### config.mk
export PLATFORM = sky130hd
export DESIGN_NAME = serial_frame_receiver_unit
export DESIGN_NICKNAME = d
export VERILOG_FILES = /design/src/hw/rtl/sfr_pkg.sv /design/src/hw/rtl/serial_frame_receiver_unit.sv /design/src/hw/rtl/sfr_buffer.sv /design/src/hw/rtl/sfr_scan_unit.sv
export SDC_FILE = /design/constraint.sdc
export NUM_CORES = 1
export LEC_CHECK = 0
export BUFFER_PORTS_ARGS = -buffer_cell sky130_fd_sc_hd__buf_2
export CAP_MARGIN = 15
export CELL_PAD_IN_SITES_DETAIL_PLACEMENT = 1
export CELL_PAD_IN_SITES_GLOBAL_PLACEMENT = 1
export CORE_UTILIZATION = 35
export CTS_CLUSTER_DIAMETER = 80
export DETAILED_ROUTE_END_ITERATION = 8
export PLACE_DENSITY_LB_ADDON = 0.1
export SKIP_CTS_REPAIR_TIMING = 1
export SKIP_LAST_GASP = 1
export SYNTH_ARGS = -nofsm -noshare
export SYNTH_HDL_FRONTEND = slang
export SYNTH_SLANG_ARGS = --single-unit
### constraint.sdc
create_clock -name clk -period 10.6 [get_ports clk]
set_input_delay 0.53 -clock clk [delete_from_list [all_inputs] [get_ports clk]]
set_output_delay 0.53 -clock clk [all_outputs]
set_load 0.01 [all_outputs]
### src/hw/rtl/sfr_pkg.sv
// Shared types, constants and helpers for the serial frame receiver.
// No dependencies; imported by the top level and the byte unit.
package sfr_pkg;

	// defaults and fixed frame geometry
	localparam int BUF_LEN_DEF  = 100;
	localparam int NUM_CH_DEF   = 9;
	localparam int DATA_LEN     = 41;
	localparam int CMD_LEN      = 7;
	localparam int HDR_LEN      = 4;
	localparam int WORD_BYTES   = 4;
	localparam int SCAN_W       = $clog2(DATA_LEN);
	localparam int CH_W         = 4;

	// header bytes
	localparam logic [7:0] HDR_B0   = 8'hFF;
	localparam logic [7:0] HDR_B1   = 8'h55;
	localparam logic [7:0] HDR_B2   = 8'hAA;
	localparam logic [7:0] HDR_DATA = 8'h10;
	localparam logic [7:0] HDR_CMD  = 8'h77;

	// command data codes; only CMD_PIN_SET is used, to raise the pin
	localparam logic [7:0] CMD_PIN_CLR = 8'd101;
	localparam logic [7:0] CMD_PIN_SET = 8'd104;

	// result kinds
	localparam logic [2:0] K_STORED   = 3'd0;
	localparam logic [2:0] K_OVERFLOW = 3'd1;
	localparam logic [2:0] K_CHANNEL  = 3'd2;
	localparam logic [2:0] K_COMMAND  = 3'd3;
	localparam logic [2:0] K_DATA_BAD = 3'd4;
	localparam logic [2:0] K_CMD_BAD  = 3'd5;

	localparam logic [31:0] NEG_BASE = 32'h7FFF_FFFF;

	typedef enum logic [1:0] {
		OP_NONE = 2'd0,
		OP_HDR  = 2'd1,
		OP_SUM  = 2'd2,
		OP_WORD = 2'd3
	} scan_op_t;

	// control from sequencer to the byte unit
	typedef struct packed {
		scan_op_t   op;
		logic       first;   // byte is first of its pass
		logic [1:0] pos;     // offset within header
		logic [7:0] fourth;  // expected fourth header byte
	} scan_ctrl_t;

	function automatic logic [7:0] hdr_byte(input logic [1:0] pos, input logic [7:0] fourth);
		logic [7:0] b;
		case (pos)
			2'd0:    b = HDR_B0;
			2'd1:    b = HDR_B1;
			2'd2:    b = HDR_B2;
			default: b = fourth;
		endcase
		return b;
	endfunction

	// words above 0x7FFFFFFF map to 0x7FFFFFFF - w (mod 2^32)
	function automatic logic [31:0] map_channel(input logic [31:0] w);
		return w[31] ? (NEG_BASE - w) : w;
	endfunction

endpackage

### src/hw/rtl/serial_frame_receiver_unit.sv
// Top level of the serial frame receiver: sequencer, output register and the
// buffer and byte unit. Depends on sfr_pkg, sfr_buffer and sfr_scan_unit.
//
// Usage:
//  - Input channel (in_valid / in_stall, rx_byte): one received UART word per
//    handshake. in_stall is high while a word is being worked on.
//  - Output channel (out_valid / out_stall): result words, one per handshake,
//    held stable while out_stall is high. last marks the final result of a
//    received word; pin_level is the control pin after that word.
//  - Time per word depends on the windows it opens: none, a command header
//    test, both header tests, a command frame, or a good data frame, which
//    also hands out one result per channel. The single buffer read port,
//    one byte a cycle, sets this.
//  - The output register frees the sequencer, so the next word is taken
//    while the final result still waits; out_stall holds the sequencer only
//    when a further result must be loaded.
//  - Reset empties the buffer count and drops the pin; buffer contents are
//    not cleared, since no window reaches past the bytes stored since the
//    last emptying.
module serial_frame_receiver_unit
	import sfr_pkg::*;
#(
	parameter int BUF_LEN      = BUF_LEN_DEF,
	parameter int NUM_CHANNELS = NUM_CH_DEF
) (
	input  logic               clk,
	input  logic               arst_n,
	input  logic               in_valid,
	output logic               in_stall,
	input  logic [7:0]         rx_byte,
	output logic               out_valid,
	input  logic               out_stall,
	output logic [2:0]         kind,
	output logic [CH_W-1:0]    channel,
	output logic signed [31:0] channel_value,
	output logic [7:0]         cmd_number,
	output logic [7:0]         cmd_data,
	output logic               pin_level,
	output logic               last
);

	localparam int CW = $clog2(BUF_LEN + 1);
	localparam int AW = $clog2(BUF_LEN);

	typedef enum logic [7:0] {
		ST_IDLE = 8'b0000_0001,
		ST_DHDR = 8'b0000_0010,  // data header test
		ST_CHDR = 8'b0000_0100,  // command header test
		ST_DSUM = 8'b0000_1000,  // data frame sum
		ST_CSUM = 8'b0001_0000,  // command frame sum, captures number and data
		ST_WORD = 8'b0010_0000,  // gather one channel word
		ST_PUT  = 8'b0100_0000,  // hand out one channel
		ST_RES  = 8'b1000_0000   // hand out a single result
	} state_t;

	state_t            state_q;
	logic [CW-1:0]     cnt_q;
	logic [CW-1:0]     cnt_inc;
	logic [AW-1:0]     base_q;
	logic [7:0]        byte_q;
	logic [SCAN_W-1:0] iss_q;
	logic [SCAN_W-1:0] rcv_q;
	logic              rd_vld_s1;
	logic [CH_W-1:0]   ch_q;
	logic [2:0]        res_kind_q;
	logic              pin_q;
	logic              out_valid_q;

	logic [2:0]        kind_q;
	logic [CH_W-1:0]   channel_q;
	logic [31:0]       value_q;
	logic [7:0]        num_q;
	logic [7:0]        dat_q;
	logic              pin_out_q;
	logic              last_q;

	logic              accept;
	logic              out_free;
	logic              ld_put;
	logic              ld_res;
	logic              scanning;
	logic [SCAN_W-1:0] scan_len;
	logic              scan_done;
	logic              rd_en;
	logic [AW-1:0]     rd_addr;
	logic [7:0]        rd_data;
	logic              wr_en;
	scan_ctrl_t        sctrl;
	logic              hdr_ok;
	logic [7:0]        sum;
	logic [31:0]       word;

	assign in_stall = (state_q != ST_IDLE);
	assign accept   = in_valid & ~in_stall;
	assign out_free = ~out_valid_q | ~out_stall;
	assign ld_put   = (state_q == ST_PUT) & out_free;
	assign ld_res   = (state_q == ST_RES) & out_free;
	assign cnt_inc  = cnt_q + CW'(1);
	assign wr_en    = accept & (cnt_q < CW'(BUF_LEN));

	// pass length and unit operation per state
	always_comb begin
		scan_len    = '0;
		sctrl.op    = OP_NONE;
		sctrl.fourth = HDR_DATA;
		sctrl.first = (rcv_q == '0);
		sctrl.pos   = rcv_q[1:0];
		scanning    = 1'b1;
		unique case (state_q)
			ST_DHDR: begin
				scan_len = SCAN_W'(HDR_LEN);
				sctrl.op = OP_HDR;
			end
			ST_CHDR: begin
				scan_len     = SCAN_W'(HDR_LEN);
				sctrl.op     = OP_HDR;
				sctrl.fourth = HDR_CMD;
			end
			ST_DSUM: begin
				scan_len = SCAN_W'(DATA_LEN - 1);
				sctrl.op = OP_SUM;
			end
			ST_CSUM: begin
				scan_len = SCAN_W'(CMD_LEN - 1);
				sctrl.op = OP_SUM;
			end
			ST_WORD: begin
				scan_len = SCAN_W'(WORD_BYTES);
				sctrl.op = OP_WORD;
			end
			default: begin
				scanning = 1'b0;
			end
		endcase
	end

	assign rd_en       = scanning & (iss_q < scan_len);
	assign rd_addr     = base_q + AW'(iss_q);
	assign scan_done   = scanning & (rcv_q == scan_len);

	sfr_buffer #(
		.DEPTH (BUF_LEN),
		.AW    (AW)
	) u_buffer (
		.clk   (clk),
		.we    (wr_en),
		.waddr (cnt_q[AW-1:0]),
		.wdata (rx_byte),
		.re    (rd_en),
		.raddr (rd_addr),
		.rdata (rd_data)
	);

	sfr_scan_unit u_scan (
		.clk       (clk),
		.din_valid (rd_vld_s1),
		.din       (rd_data),
		.ctrl      (sctrl),
		.hdr_ok    (hdr_ok),
		.sum       (sum),
		.word      (word)
	);

	// sequencer
	always_ff @(posedge clk or negedge arst_n) begin
		if (!arst_n) begin
			state_q     <= ST_IDLE;
			cnt_q       <= '0;
			iss_q       <= '0;
			rcv_q       <= '0;
			rd_vld_s1   <= 1'b0;
			ch_q        <= '0;
			res_kind_q  <= K_STORED;
			pin_q       <= 1'b0;
			out_valid_q <= 1'b0;
		end else begin
			rd_vld_s1 <= rd_en;
			if (rd_en) begin
				iss_q <= iss_q + SCAN_W'(1);
			end
			if (rd_vld_s1) begin
				rcv_q <= rcv_q + SCAN_W'(1);
			end
			if (ld_put | ld_res) begin
				out_valid_q <= 1'b1;
			end else if (!out_stall) begin
				out_valid_q <= 1'b0;
			end

			unique case (state_q)
				ST_IDLE: begin
					if (accept) begin
						pin_q <= 1'b0;
						iss_q <= '0;
						rcv_q <= '0;
						if (!wr_en) begin
							cnt_q      <= '0;
							res_kind_q <= K_OVERFLOW;
							state_q    <= ST_RES;
						end else begin
							cnt_q <= cnt_inc;
							if (cnt_inc >= CW'(DATA_LEN)) begin
								state_q <= ST_DHDR;
							end else if (cnt_inc >= CW'(CMD_LEN)) begin
								state_q <= ST_CHDR;
							end else begin
								res_kind_q <= K_STORED;
								state_q    <= ST_RES;
							end
						end
					end
				end
				ST_DHDR: begin
					if (scan_done) begin
						iss_q <= '0;
						rcv_q <= '0;
						if (hdr_ok) begin
							cnt_q   <= '0;
							state_q <= ST_DSUM;
						end else begin
							state_q <= ST_CHDR;
						end
					end
				end
				ST_CHDR: begin
					if (scan_done) begin
						iss_q <= '0;
						rcv_q <= '0;
						if (hdr_ok) begin
							cnt_q   <= '0;
							state_q <= ST_CSUM;
						end else begin
							res_kind_q <= K_STORED;
							state_q    <= ST_RES;
						end
					end
				end
				ST_DSUM: begin
					if (scan_done) begin
						iss_q <= '0;
						rcv_q <= '0;
						if (sum == byte_q) begin
							ch_q    <= '0;
							state_q <= ST_WORD;
						end else begin
							res_kind_q <= K_DATA_BAD;
							state_q    <= ST_RES;
						end
					end
				end
				ST_CSUM: begin
					if (scan_done) begin
						if (sum == byte_q) begin
							// word holds number in [15:8], data in [7:0]
							if (word[7:0] == CMD_PIN_SET) begin
								pin_q <= 1'b1;
							end
							res_kind_q <= K_COMMAND;
						end else begin
							res_kind_q <= K_CMD_BAD;
						end
						state_q <= ST_RES;
					end
				end
				ST_WORD: begin
					if (scan_done) begin
						state_q <= ST_PUT;
					end
				end
				ST_PUT: begin
					if (out_free) begin
						iss_q <= '0;
						rcv_q <= '0;
						if (ch_q == CH_W'(NUM_CHANNELS - 1)) begin
							state_q <= ST_IDLE;
						end else begin
							ch_q    <= ch_q + CH_W'(1);
							state_q <= ST_WORD;
						end
					end
				end
				ST_RES: begin
					if (out_free) begin
						state_q <= ST_IDLE;
					end
				end
				default: begin
					state_q <= ST_IDLE;
				end
			endcase
		end
	end

	// payload: window base, newest byte and the output word
	always_ff @(posedge clk) begin
		if (accept) begin
			byte_q <= rx_byte;
			if (cnt_inc >= CW'(DATA_LEN)) begin
				base_q <= AW'(cnt_inc - CW'(DATA_LEN));
			end else begin
				base_q <= AW'(cnt_inc - CW'(CMD_LEN));
			end
		end else if ((state_q == ST_DHDR) && scan_done && !hdr_ok) begin
			base_q <= base_q + AW'(DATA_LEN - CMD_LEN);
		end else if ((state_q == ST_DSUM) && scan_done) begin
			base_q <= base_q + AW'(HDR_LEN);
		end else if (ld_put) begin
			base_q <= base_q + AW'(WORD_BYTES);
		end

		if (ld_put) begin
			kind_q    <= K_CHANNEL;
			channel_q <= ch_q;
			value_q   <= map_channel(word);
			num_q     <= '0;
			dat_q     <= '0;
			pin_out_q <= pin_q;
			last_q    <= (ch_q == CH_W'(NUM_CHANNELS - 1));
		end else if (ld_res) begin
			kind_q    <= res_kind_q;
			channel_q <= '0;
			value_q   <= '0;
			num_q     <= (res_kind_q == K_COMMAND) ? word[15:8] : 8'd0;
			dat_q     <= (res_kind_q == K_COMMAND) ? word[7:0] : 8'd0;
			pin_out_q <= pin_q;
			last_q    <= 1'b1;
		end
	end

	assign out_valid     = out_valid_q;
	assign kind          = kind_q;
	assign channel       = channel_q;
	assign channel_value = value_q;
	assign cmd_number    = num_q;
	assign cmd_data      = dat_q;
	assign pin_level     = pin_out_q;
	assign last          = last_q;

endmodule

### src/hw/rtl/sfr_buffer.sv
// Byte buffer of the serial frame receiver: one write and one registered read port.
// Depends on nothing beyond its parameters.
module sfr_buffer #(
	parameter int DEPTH = 100,
	parameter int AW    = $clog2(DEPTH)
) (
	input  logic          clk,
	input  logic          we,
	input  logic [AW-1:0] waddr,
	input  logic [7:0]    wdata,
	input  logic          re,
	input  logic [AW-1:0] raddr,
	output logic [7:0]    rdata
);

	logic [7:0] mem [DEPTH];
	logic [7:0] rdata_q;

	always_ff @(posedge clk) begin
		if (we) begin
			mem[waddr] <= wdata;
		end
		if (re) begin
			rdata_q <= mem[raddr];
		end
	end

	assign rdata = rdata_q;

endmodule

### src/hw/rtl/sfr_scan_unit.sv
// Shared byte unit: header compare, mod-256 sum and 32-bit word shift.
// Depends on sfr_pkg.
module sfr_scan_unit
	import sfr_pkg::*;
(
	input  logic        clk,
	input  logic        din_valid,
	input  logic [7:0]  din,
	input  scan_ctrl_t  ctrl,
	output logic        hdr_ok,
	output logic [7:0]  sum,
	output logic [31:0] word
);

	logic        hdr_ok_q;
	logic [7:0]  sum_q;
	logic [31:0] word_q;
	logic        match;

	assign match = (din == hdr_byte(ctrl.pos, ctrl.fourth));

	always_ff @(posedge clk) begin
		if (din_valid) begin
			case (ctrl.op)
				OP_HDR: begin
					hdr_ok_q <= match & (ctrl.first | hdr_ok_q);
				end
				OP_SUM: begin
					sum_q  <= ctrl.first ? din : sum_q + din;
					word_q <= {word_q[23:0], din};
				end
				OP_WORD: begin
					word_q <= {word_q[23:0], din};
				end
				default: begin
				end
			endcase
		end
	end

	assign hdr_ok = hdr_ok_q;
	assign sum    = sum_q;
	assign word   = word_q;

endmodule
# [After elaboration in Yosys (flattened, before gate mapping)]
# Memory sizes are Yosys's and may differ from the RTL's. A register that Yosys moved wholly into a read port is not among the register bits.
# Index checks and enable logic that the tools add are counted.
[totals] ff_bits=150 ram_bits=800 inputBits=12 output_inout_bits=59 elab_cells=193 memories=1
[op_classes] add_sub_neg=11 magnitude_cmp=4 n_eq_ne=39 mux=78 n_bitwise=13 n_reduce_logical=26
[memory_table] name="u_buffer.mem" words=100 width=8 rd=1 rd_ports_with_merged_regs=1 wr=1 line_no="sfr_buffer.sv:16" rtl="logic [7:0] mem [DEPTH];"
[op_table] cell="two-way mux 8 bit" n=16
[op_table] cell="two-way mux 32 bit" n=3
[op_table] cell="two-way mux 7 bit" n=10
[op_table] cell="one-hot mux 8 bit (8 select lines)" n=1
[op_table] cell="two-way mux 6 bit" n=9
[op_table] cell="one-hot mux 6 bit (3 select lines)" n=3
[op_table] cell="subtractor 31 x 32 -> 32 bit, first input constant" n=1
[op_table] cell="two-way mux 3 bit" n=10
[op_table] cell="two-way mux 4 bit" n=7
[op_table] cell="inequality test 2 bit, second input constant" n=14
[op_table] cell="one-hot mux 8 bit (3 select lines)" n=1
[op_table] cell="equality test 8 x 7 -> 1 bit, second input constant" n=2
[op_table] cell="equality test 8 bit" n=2
[op_table] cell="one-hot mux 7 bit (2 select lines)" n=1
[op_table] cell="two-way mux 1 bit" n=13
[op_table] cell="adder 6 x 1 -> 6 bit, second input constant" n=2
[op_table] cell="one-hot mux 3 bit (4 select lines)" n=1
[op_table] cell="AND reduction 5 bit" n=2
[op_table] cell="AND reduction 9 bit" n=1
[op_table] cell="adder 8 bit" n=1
[op_table] cell="equality test 8 x 1 -> 1 bit, second input constant" n=1
[op_table] cell="equality test 8 x 2 -> 1 bit, second input constant" n=1
[op_table] cell="equality test 8 x 3 -> 1 bit, second input constant" n=1
[op_table] cell="equality test 8 x 4 -> 1 bit, second input constant" n=1
[op_table] cell="40 further kinds" n=67

# [Depth between registers and ports, before layout]
[logic_depth] word_depth=9 mapped_depth=12 ltp_nobuf=10

# [Modules after synthesis]
# Synthesis repeated with hierarchy kept, for this count alone.
[unflattened] hier_cells=2096 area_unflattened_um2=39034.9
[by_module_without_submodules] module="sfr_buffer" n_inst=1 cells_each=1384 area_per_inst_um2=31201.2 seq_area_each_um2=24263.3
[by_module_without_submodules] module="serial_frame_receiver_unit" n_inst=1 cells_each=572 area_per_inst_um2=5934.4 seq_area_each_um2=2899.0
[by_module_without_submodules] module="sfr_scan_unit" n_inst=1 cells_each=140 area_per_inst_um2=1899.3 seq_area_each_um2=1231.2

# [Worst setup path before layout]
# OpenSTA, ideal clock, no wires.
[synth_timing] path_type="reg-to-reg" startpoint="reg iss_q[0]" endpoint="reg u_buffer.rdata_q[0], in the netlist u_buffer.rdata[0] (read register of u_buffer.mem), data pin" setup_time_ps=263 arrival_time_ps=3136 required_ps=10337 path_slack_ps=7201 stages_incl_launch_ff=10 n_path_buf=3 period_less_slack_ps=3399 path_cell_list="dfrtp_1 -> ha_1 -> fa_1 -> clkbuf_1 -> clkbuf_1 -> buf_1 -> mux4_2 -> mux4_2 -> a22oi_1 -> nand3_1"
[synth_between] elab_chain_cells=2 word_cells_on_any_way=3 classes_between="add/sub: 1; order compare: 1; bitwise: 1"
[synth_rtl] item="start, declared" line_no="serial_frame_receiver_unit.sv:61" rtl="logic [SCAN_W-1:0] iss_q;"
[synth_rtl] item="start signal, assigned" line_no="serial_frame_receiver_unit.sv:179" rtl="iss_q <= iss_q + SCAN_W'(1);"
[synth_rtl] item="< comparator 6 bit" line_no="serial_frame_receiver_unit.sv:137" rtl="assign rd_en = scanning & (iss_q < scan_len);"
[synth_rtl] item="bitwise AND 1 bit" line_no="serial_frame_receiver_unit.sv:137"
[synth_rtl] item="end, declared" line_no="sfr_buffer.sv:17" rtl="logic [7:0] rdata_q;"
# Several ways; a longest one is shown, not always the timed one.
# A chain may end at the register's enable or synchronous reset.

# [Final worst setup path]
[layout_timing] startpoint="reg state_q[3]" endpoint="mem u_buffer.mem[64][6], enable pin"
[layout_between] elab_chain_cells=6
[layout_rtl] item="start, declared" line_no="serial_frame_receiver_unit.sv:56" rtl="state_t state_q;"
[layout_rtl] item="start signal, assigned" line_no="serial_frame_receiver_unit.sv:167" rtl="state_q <= ST_IDLE;"
[layout_rtl] item="start signal, assigned" line_no="serial_frame_receiver_unit.sv:199" rtl="state_q <= ST_RES;"
[layout_rtl] item="start signal, assigned" line_no="serial_frame_receiver_unit.sv:203" rtl="state_q <= ST_DHDR;"
[layout_rtl] item="inequality test 8 x 1 -> 1 bit" line_no="serial_frame_receiver_unit.sv:93" rtl="assign in_stall = (state_q != ST_IDLE);"
[layout_rtl] item="NOT 1 bit" line_no="serial_frame_receiver_unit.sv:94" rtl="assign accept = in_valid & ~in_stall;"
[layout_rtl] item="bitwise AND 1 bit" line_no="serial_frame_receiver_unit.sv:94"
[layout_rtl] item="net accept" line_no="serial_frame_receiver_unit.sv:77" rtl="logic accept;"
[layout_rtl] item="bitwise AND 1 bit" line_no="serial_frame_receiver_unit.sv:99" rtl="assign wr_en = accept & (cnt_q < CW'(BUF_LEN));"
[layout_rtl] item="two-way mux 1 bit" line_no="sfr_buffer.sv:20" rtl="if (we) begin"
[layout_rtl] item="two-way mux 1 bit (not written as such)" line_no="sfr_buffer.sv:21" rtl="mem[waddr] <= wdata;"
[layout_rtl] item="end, declared" line_no="sfr_buffer.sv:16"
# The timed path passes the listed nets, and every way through them passes these cells.

==> results.md <==
* Outcome: complete, but fails checks
* Failing checks: negative hold slack
* CP arrival at 5.53 ns
* Number of remaining DRC errors at 0
* WL final at 99.63 mm
* Worst slack at placement at 5.360 ns
* Leakage at 0.01416 uW
* CP Launch Type: flip-flop
* Core footprint at 109500 um2
* Final hold slack at -0.001174 ns
* Crit path kind: flip-flop to flip-flop
* Min cycle time layout at 5.239 ns
* GRT overflow at 0
* Mean area per synthesized cell at 19.15 um2
* Power Dens Cells at 221.7 nW/um2
* Initial Util at 0.3549
* Mapped Area at 38840 um2
* Final nets at 2186
* Routed len/inst at 26.87 um
* Final core utilization at 0.4054
* CP Launch Point: state_q[3]$_DFFE_PN0P_
* Relative slew margins at 0.2154
* DR vias at 19160
* Setup TNS Final at 0 ns
* Most common cell in the netlist: edfxtp_1
* Design Power at 9838 uW
* Std cell rows at 121
* Clock tree root buffer cell: clkbuf_16
* Hpwl dp at 62.31 mm
* Final Non-Filler Cells at 3708
* Yosys top cell by area: edfxtp_1
* Clk Latency, worst-skew pair at 0.71 ns
* Max cap viols at 0
* Primary FF master, synth: edfxtp_1
* Layout cell share with drive strength beyond 1 at 0.2388
* Vias in the first global route at 20840
* Syn Nets at 2075
* Synth Register Bits at 958
* Worst EP required at 10.90 ns
* Port buffer count at 70
* Top cells by area, synth: edfxtp_1 (70%), mux4_2 (14%), dfrtp_1 (2.3%)
* Placed insts at 3504
* Most frequent cells after synthesis: edfxtp_1 (902), mux4_2 (240), nor2_1 (193), clkbuf_1 (65), nand2_1 (65)
* CTS tree: built
* Global-route wire length before repair at 147.1 mm
* Tcrit/Tclk final at 0.4942
* Post-synthesis cell type count at 80
* Fmax at 190.9 MHz
* Final hold vios at 1
* Seq/Total Area, Yosys at 0.7309
* Initial antenna violation count at 6
* Antenna viol nets, final at 0
* Inserted Diodes at 0
* Via density at 5.166
* Number of buffers created by CTS at 106
* Least-Margin Pin Slew at 1.174 ns
* Setup slack after layout at 5.361 ns
* Clock Path Buffers at 3
* Ports at 71
* Min-delay worst type: primary input to async pin
* Die W at 335.1 um
* CP max FO at 16
* Post-synthesis async set-or-reset flop share at 0.03862
* Largest net degree at the start of global routing at 93
* Area share of the leading cell type in the synthesized netlist at 0.6973
* Worst-path clk slew at 0.06 ns
* Maximum vdd drop at 138.8 uV
* Clock skew at 0.03778 ns
* Final Max Tran Viols at 0
* Final setup fails at 0
* Syn. warnings at 0
* Clock Sinks at 958
* RSZ-0062 raised after global routing: false
* CP endpoint kind: flip-flop
* H-tree depth at 3
* Die area at 112300 um2
* Worst reg2reg startpoint: state_q[3]$_DFFE_PN0P_
* Post-synth EDFFs at 902
* Area grow syn2layout at 14.22%
* DRT iter0 DRCs at 1213
* GPL Wtd Cong at 0.7855
* Overall Global Routing Usage at 0.1794
* DRT Pass-1 Iters at 5
* Die height at 335.1 um
* Synthesized instance count at 2028
[metrics by stage]
step	hold slack [ns]	cell area, um2
floorplan	0.2344	38840
finish	-0.001174	44370
global route	0.03623	44370
global placement	0.4534	40930
detailed placement	0.4658	40940
CTS	0.005901	44340
[area by class of cell]
type,count,area (um2)
tap,1476,1847
clock buffer,140,2810
clock inverter,61,585.6
fill,10430,65090
sequential,958,28390
inverter,26,97.59
multi-input combinational,940,9965
timing repair buffer,107,671.9
[cell usage in the layout (no fill, tap or decap), types with 7 or more instances in the layout]
cell type     n
edfxtp_1    902
mux4_2      240
nor2_1      193
clkbuf_16   106
nand2_1      65
buf_2        62
xnor2_1      60
buf_4        41
dfrtp_1      36
ha_1         32
clkbuf_1     31
o21ai_0      30
mux2i_1      29
inv_1        25
a21oi_1      25
clkinv_1     21
nand3_1      21
dfxtp_1      19
xor2_1       18
a22o_1       17
clkinv_2     16
nor3_1       14
a22oi_1      14
a31oi_1      11
nor2b_1      11
nand4_1      11
a211o_1      10
o211ai_1     10
clkinvlp_4   10
and2_1        9
mux2_2        8
or3_1         7
a21o_1        7
o22ai_1       7
[logic make-up (layout without fill, tap and decap cells)]
family | Yosys count | count (layout) | share of synthesized area
mux | 277 | 277 | 0.1489
compound gates | 176 | 176 | 0.03302
fa+ha+maj | 35 | 35 | 0.01166
simple gates | 372 | 372 | 0.04371
xor+xnor | 80 | 80 | 0.01804
buf+inv | 130 | 334 | 0.01369
flops | 958 | 958 | 0.7309
[power by group]
part / switching [uW] / internal [uW] / total [uW] / leakage (uW)
clock: 1540 / 2030 / 3570 / 0.00162
combinational: 1130 / 812 / 1940 / 0.00376
sequential: 79.5 / 4250 / 4330 / 0.00878
[final timing paths]
| kind | end | slack, ns | depth (start not counted) |
|---|---|---|---|
| worst max-delay path | u_buffer.mem[64][6]$_DFFE_PP_ | 5.36 | 9 |
| max in group asynchronous | ch_q[0]$_DFFE_PN0P_ | 9.98 | 1 |
| worst max register to register | u_buffer.mem[64][6]$_DFFE_PP_ | 5.36 | 9 |
| min in group clk | state_q[0]$_DFFE_PN1P_ | 0.10 | 2 |
| worst min-delay path | rcv_q[5]$_DFF_PN0_ | -0.001 | 1 |
| worst min register to register | u_scan.word[27]$_DFFE_PP_ | 0.47 | 0 |
[metal layers]
metal | wire (um) | GRT usage | up-vias
li1 | - | - | 8418
met4 | 1968 | 0.04236 | 2
met5 | 13 | 0 | -
met1 | 45750 | 0.2486 | 10270
met3 | 2967 | 0.02506 | 134
met2 | 48930 | 0.2991 | 328
[critical path: stages (launching register included)]
cell,delay [ns]
dfrtp_1,0.55
nor3_1,0.38
nand2_1,0.24
nor2_1,0.31
nand2_1,0.32
clkinv_1,0.42
nand2_1,0.31
nor2_1,0.34
nand2_1,0.77
nor2_1,1.18
[registers in the layout, summed over array words and instances, names as in the netlist, 4 cells and up]
register	cells
u_buffer.mem	800
channel_value	32
u_scan.word	32
byte_q	8
cmd_data	8
cmd_number	8
state_q	8
u_buffer.rdata	8
u_scan.sum	8
base_q	7
cnt_q	7
iss_q	6
rcv_q	6
ch_q	4
channel	4
(Power assumes the default switching activity.)
